==> src/rtl/rvs_pkg.sv <==
// Shared types and constants of the RV32I subset step core.
`timescale 1ns / 1ps
package rvs_pkg;

  // Default memory depth in 32-bit words (a power of two).
  localparam int MEM_WORDS_DEF = 4096;

  // Input command codes.
  localparam logic CMD_WRITE = 1'b0;
  localparam logic CMD_STEP  = 1'b1;

  // Major opcodes that the core executes.
  localparam logic [6:0] OP_LUI    = 7'h37;
  localparam logic [6:0] OP_JAL    = 7'h6F;
  localparam logic [6:0] OP_BRANCH = 7'h63;
  localparam logic [6:0] OP_LOAD   = 7'h03;
  localparam logic [6:0] OP_STORE  = 7'h23;
  localparam logic [6:0] OP_IMM    = 7'h13;
  localparam logic [6:0] OP_REG    = 7'h33;

  localparam logic [2:0] F3_ZERO = 3'd0;
  localparam logic [6:0] F7_ZERO = 7'd0;

  // Register numbers of x0, sp and gp, and the nonzero reset values of sp and gp.
  localparam logic [4:0] REG_ZERO = 5'd0;
  localparam logic [4:0] REG_SP   = 5'd2;
  localparam logic [4:0] REG_GP   = 5'd3;
  localparam logic [31:0] SP_RESET = 32'h0000_3FFC;
  localparam logic [31:0] GP_RESET = 32'h0000_1800;

  // One queued word from the input channel.
  typedef struct packed {
    logic        is_step;
    logic [11:0] word_address;
    logic [31:0] word_data;
  } item_t;

  // Head of the front queue as seen by the back end.
  typedef struct packed {
    logic  valid;
    item_t item;
  } queue_head_t;

  // One result word.
  typedef struct packed {
    logic [31:0] pc_before;
    logic [31:0] instruction;
    logic        reg_written;
    logic [4:0]  reg_index;
    logic [31:0] reg_value;
    logic        byte_stored;
    logic [31:0] store_address;
    logic [7:0]  store_byte;
  } result_t;

endpackage

==> src/rtl/rvs_front.sv <==
// Front end: accepts input words, classifies them and queues them for the back end.
`timescale 1ns / 1ps
module rvs_front import rvs_pkg::*; (
  input  logic        clk,
  input  logic        rst_n,
  input  logic        accept_en,
  input  logic        in_tvalid,
  output logic        in_tready,
  input  logic        in_cmd,
  input  logic [11:0] in_word_address,
  input  logic [31:0] in_word_data,
  output queue_head_t head,
  input  logic        pop
);

  item_t       q_mem [2];
  logic        wr_ptr_r;
  logic        wr_ptr_nxt;
  logic        rd_ptr_r;
  logic        rd_ptr_nxt;
  logic [1:0]  count_r;
  logic [1:0]  count_nxt;
  logic        push;
  item_t       new_item;

  assign in_tready = accept_en && (count_r != 2'd2);
  assign push      = in_tvalid && in_tready;

  always_comb begin
    new_item.is_step      = (in_cmd == CMD_STEP);
    new_item.word_address = in_word_address;
    new_item.word_data    = in_word_data;
  end

  assign head.valid = (count_r != 2'd0);
  assign head.item  = q_mem[rd_ptr_r];

  always_comb begin
    wr_ptr_nxt = push ? ~wr_ptr_r : wr_ptr_r;
    rd_ptr_nxt = pop ? ~rd_ptr_r : rd_ptr_r;
    count_nxt  = count_r + {1'b0, push} - {1'b0, pop};
  end

  always_ff @(posedge clk) begin
    if (!rst_n) begin
      wr_ptr_r <= 1'b0;
      rd_ptr_r <= 1'b0;
      count_r  <= 2'd0;
    end else begin
      wr_ptr_r <= wr_ptr_nxt;
      rd_ptr_r <= rd_ptr_nxt;
      count_r  <= count_nxt;
    end
  end

  always_ff @(posedge clk) begin
    if (push) begin
      q_mem[wr_ptr_r] <= new_item;
    end
  end

endmodule

==> config.mk <==
export PLATFORM = sky130hd
export DESIGN_NAME = rvs_front
export DESIGN_NICKNAME = d
export VERILOG_FILES = /design/src/rtl/rvs_pkg.sv /design/src/rtl/rvs_front.sv
export SDC_FILE = /design/constraint.sdc
export NUM_CORES = 1
export LEC_CHECK = 0
export ABC_AREA = 1
export BUFFER_PORTS_ARGS = -buffer_cell sky130_fd_sc_hd__buf_2
export CAP_MARGIN = 20
export CORE_MARGIN = 5
export CORE_UTILIZATION = 54
export CTS_BUF_LIST = sky130_fd_sc_hd__clkbuf_4 sky130_fd_sc_hd__clkbuf_8
export DETAILED_ROUTE_END_ITERATION = 16
export GPL_TIMING_DRIVEN = 1
export PLACE_DENSITY = 0.77
export SLEW_MARGIN = 5
export SYNTH_ARGS = -nofsm -noshare
export SYNTH_HDL_FRONTEND = slang
export SYNTH_SLANG_ARGS = --single-unit
export TNS_END_PERCENT = 100
==> constraint.sdc <==
create_clock -name clk -period 3.6 [get_ports clk]
set_clock_uncertainty 0.1 [all_clocks]
set_input_delay 0.36 -clock clk [delete_from_list [all_inputs] [get_ports clk]]
set_output_delay 0.36 -clock clk [all_outputs]
set_load 0.1 [all_outputs]
Word level (Yosys, flattened, before mapping)
Memories as Yosys holds them, arrays and structs flattened. A register that Yosys moved wholly into a read port is not among the register bits. Cells that the tools add are included.

Memories kept: 1. Memory bits (writable): 90. Flip-flop bits (word level): 4.

Equality and inequality tests: 1. $add $sub $neg: 2. Multiplexer cells: 4. Reduce and logical (&&, ||, !) cells: 3. Bitwise gates (word level): 2.

Memories: q_mem (words 2, width 45, read ports 1, clocked after Yosys merged registers in 1, write ports 1, line rvs_front.sv:16) `item_t q_mem [2];`.

Operator list (number): 2-to-1 mux 1 bit (4); adder 2 x 1 -> 2 bit (1); logical AND 1 bit (2); != test 2 bit, second input constant (1); inverter 1 bit (2); nonzero test 2 bit (1); subtractor 2 x 1 -> 2 bit (1).

Depth between registers and ports, before layout
Depth after elaboration: 5. Depth in mapped cells: 10. Mapped depth without buffers: 10.

Worst setup path before layout
Ideal clock, no wire load.

Path type: input -> output. Start: input port accept_en. End: output port in_tready. Cell stages on the path: 1. Arrival: 2549 ps. Path slack: 591 ps. Cells stage by stage: a21boi_0.

Word-level cells in the longest chain between the ends: 1.

RTL lines: start, declared (line rvs_front.sv:6) `input logic accept_en,`; logical AND 1 bit (line rvs_front.sv:26) `assign in_tready = accept_en && (count_r != 2'd2);`; end, declared (line rvs_front.sv:8) `output logic in_tready,`.

Every way passes these cells.

==> flow_results.org <==
** Clock tree
- Number of buffers created by CTS :: 9
- CTS HTree Levels :: 3
- Clock Sink Count :: 95
- Clock latency on the worst-skew pair :: 0.34 ns
- Resized Gates After CTS :: 0
- TritonCTS built the clock tree.
- Clock-pin slew of the registers on the worst-case setup and hold paths :: 0.09 ns
- Count of hold buffers inserted by post-cts repair :: 0
- Root buffer cell :: clkbuf_8
- In this run the post-CTS setup repair buffer count came out at 0.
- Buffers from clock root to sink, at most :: 2

** Timing
- Worst hold margin :: 0.09908 ns
- Setup repair after global routing left no endpoint under its margin.
- Final Critical Period :: 2.557 ns
- Pins Over Slew Limit :: 0
- Number of hold violations in the final report :: 0
- Max Fclk :: 391.1 MHz
- Portion of the clock cycle consumed by the worst path in the final layout :: 71.03%
- Headroom to the max-slew limit :: 33.70%
- Final setup violation count :: 0
- At the pin with the least slew margin, the transition time is 0.9931 ns.
- Summed over all failing endpoints, the final setup total negative slack is 0 ns.

** Detailed routing
- The first detailed-routing pass ran for 4 iterations.
- For this block, the routed nets add up to 6033 um of wire.
- Using the TritonRoute via totals, the vias-per-cell ratio works out to 4.956.
- Initial DRC Count :: 63
- In this run the remaining antenna-violating nets after routing total 0.
- The routed layout has 1799 vias.
- After detailed routing, the average wire length per cell comes to 16.62 um.
- DRC viols :: 0

** Synthesis
- The number of different library cells used by synthesis comes to 15.
- Post-synthesis instance area :: 3692 sq um
- Counting flops and latches in the post-synthesis netlist gives 95.
- Sequential fraction of the synthesis area :: 75.91%
- Post-synthesis cell count :: 174
- Counting every net in the synthesized netlist gives 226.
- Yosys warnings :: 0
- A synthesized cell averages 21.22 sq um.

** Floorplanning
- Placement Rows :: 30
- Initial Utilization :: 54.95%
- 97 I/O pins were placed.
- Area inside the core boundary :: 6719 sq um
- The die is 92.69 um tall.
- From left edge to right edge, the die measures 92.69 um.
- The floorplan step defined a die boundary enclosing 8591 sq um.

** Placed design
- The wire-length estimate of the detail-placed layout is 4115 um.
- The congestion estimate from routability-driven global placement came to 0.6896.
- Count of buffers inserted at the top-level ports :: 96
- Cells after DPL :: 347

** Cells and area
- Number of cells in the finished layout apart from fillers :: 363
- Measured on the finished design, the core utilization comes to 65.68%.
- Summing all flip-flop and latch instances after layout gives 2804 sq um.
- Relative area change from synthesis to final layout :: 19.52%
- Most frequent standard cell in the layout excluding fill and tap cells :: buf_2
- Fraction of layout instances using a drive strength above 1 :: 57.95%
- After the last flow step, the layout net total stands at 330.
- Multi-input logic area :: 783.3 sq um
- The repair_antennas step left the layout with diodes totalling 0.
- Top library cells by usage in the layout, fill and taps aside :: buf_2, edfxtp_1, mux2_4
- The layout has 472 filler cells.

** Pwr
- The worst-case IR drop observed on VDD is 0.0003754 V.
- Leakage Power :: 1.771 nW
- Power density of the placed cells :: 567.0 nW/um^2
- Overall power consumption after layout is estimated at 2.502 mW.

** Outcome
- Run status :: complete, no violations

** Job
- Max-capacitance violation count :: 0

** GRT
- Global routing finished with a remaining overflow of 0.
- Wire length of the first global-routing pass :: 9266 um
- The via count of the first global-routing pass was 1860.
- Pin count of the biggest net entering global routing :: 46
- Initial antenna violation count :: 0
- Global routing used 14.44% of the available tracks across all layers.

** Setup path
- STA classifies the critical path endpoint as an output pin.
- STA puts the critical path data arrival time at 2.10 ns.
- CP Launch Type :: register
- Start-to-end type of the worst setup path :: reg2out
- Maximum fanout along the worst path :: 25
- For the worst setup path, the data required time is 3.14 ns.

** Hold path
- The tightest min-delay check is of the in2reg type.
## power by group
group	switching, mW	internal [mW]	total (mW)
clock network	0.351	0.322	0.673
logic	0.417	0.126	0.543
registers	0.0237	1.26	1.29
total	0.792	1.71	2.50
## critical path: stages (launching register included)
cell and delay (ns):
dfxtp_2 0.78, buf_12 0.30, mux2_2 0.37, buf_2 0.29
## kinds of logic after synthesis
logic type / Yosys count / synth area share, %
multiplexers: 45 / 17.79
adder cells (fa/ha/maj): 2 / 0.6776
AO/OA/AOI/OAI: 2 / 0.3388
AND/OR/NAND/NOR: 19 / 2.203
flip-flops: 95 / 75.91
buffers and inverters: 11 / 3.084
## routing by layer
metal,global-route usage [%],up-vias,part of all wire [%]
li1,-,867,-
met1,17.07,869,39
met2,24.83,53,53
met3,3.412,10,6.2
met4,6.960,0,1.4
met5,0,-,0
## state kept, by name, summed over array words and instances (netlist names), named ones only
signal and count:
q_mem 90, count_r 2, rd_ptr_r 1, wr_ptr_r 1
## through the flow
step / setup WS (ns) / cell area [sq um]
final: 1.043 / 4413
after CTS: 1.002 / 4413
after global placement: 1.407 / 4218
after floorplan: 0.5905 / 3692
after global routing: 0.9414 / 4413
after detailed placement: 1.389 / 4218
## final cells by class
class,instances,area share (%)
repair buffers,98,11.51
well taps,80,2.268
inverters,6,0.5103
clock inverters,7,1.616
flip-flops and latches,95,63.54
multi-input cells,68,17.75
clock buffers,9,2.807
## final timing paths
path / startpoint / end / slack, ns / cells after the start
worst min-delay path: in_word_address[1] / q_mem[0][33] / 0.1 / 1
worst min register to register: rd_ptr_r / rd_ptr_r / 0.42 / 2
worst max register to register: count_r[0] / q_mem[0][7] / 1.49 / 5
worst max-delay path: register / head[2] / 1.04 / 3
## cells in the mapped netlist
cell type | number | area [sq um]
edfxtp_1 | 90 | 2703
mux2_4 | 40 | 600.6
nand2_1 | 8 | 30.03
inv_1 | 6 | 22.52
nor2_1 | 6 | 22.52
dfxtp_1 | 5 | 100.1
mux2_2 | 5 | 56.30
buf_12 | 4 | 80.08
ha_1 | 2 | 25.02
nand3_1 | 2 | 10.01
or2_2 | 2 | 12.51
a21boi_0 | 1 | 7.510
a21oi_1 | 1 | 5.000
buf_6 | 1 | 11.26
nand4_1 | 1 | 6.260
Power figures use the tool's default switching activity.
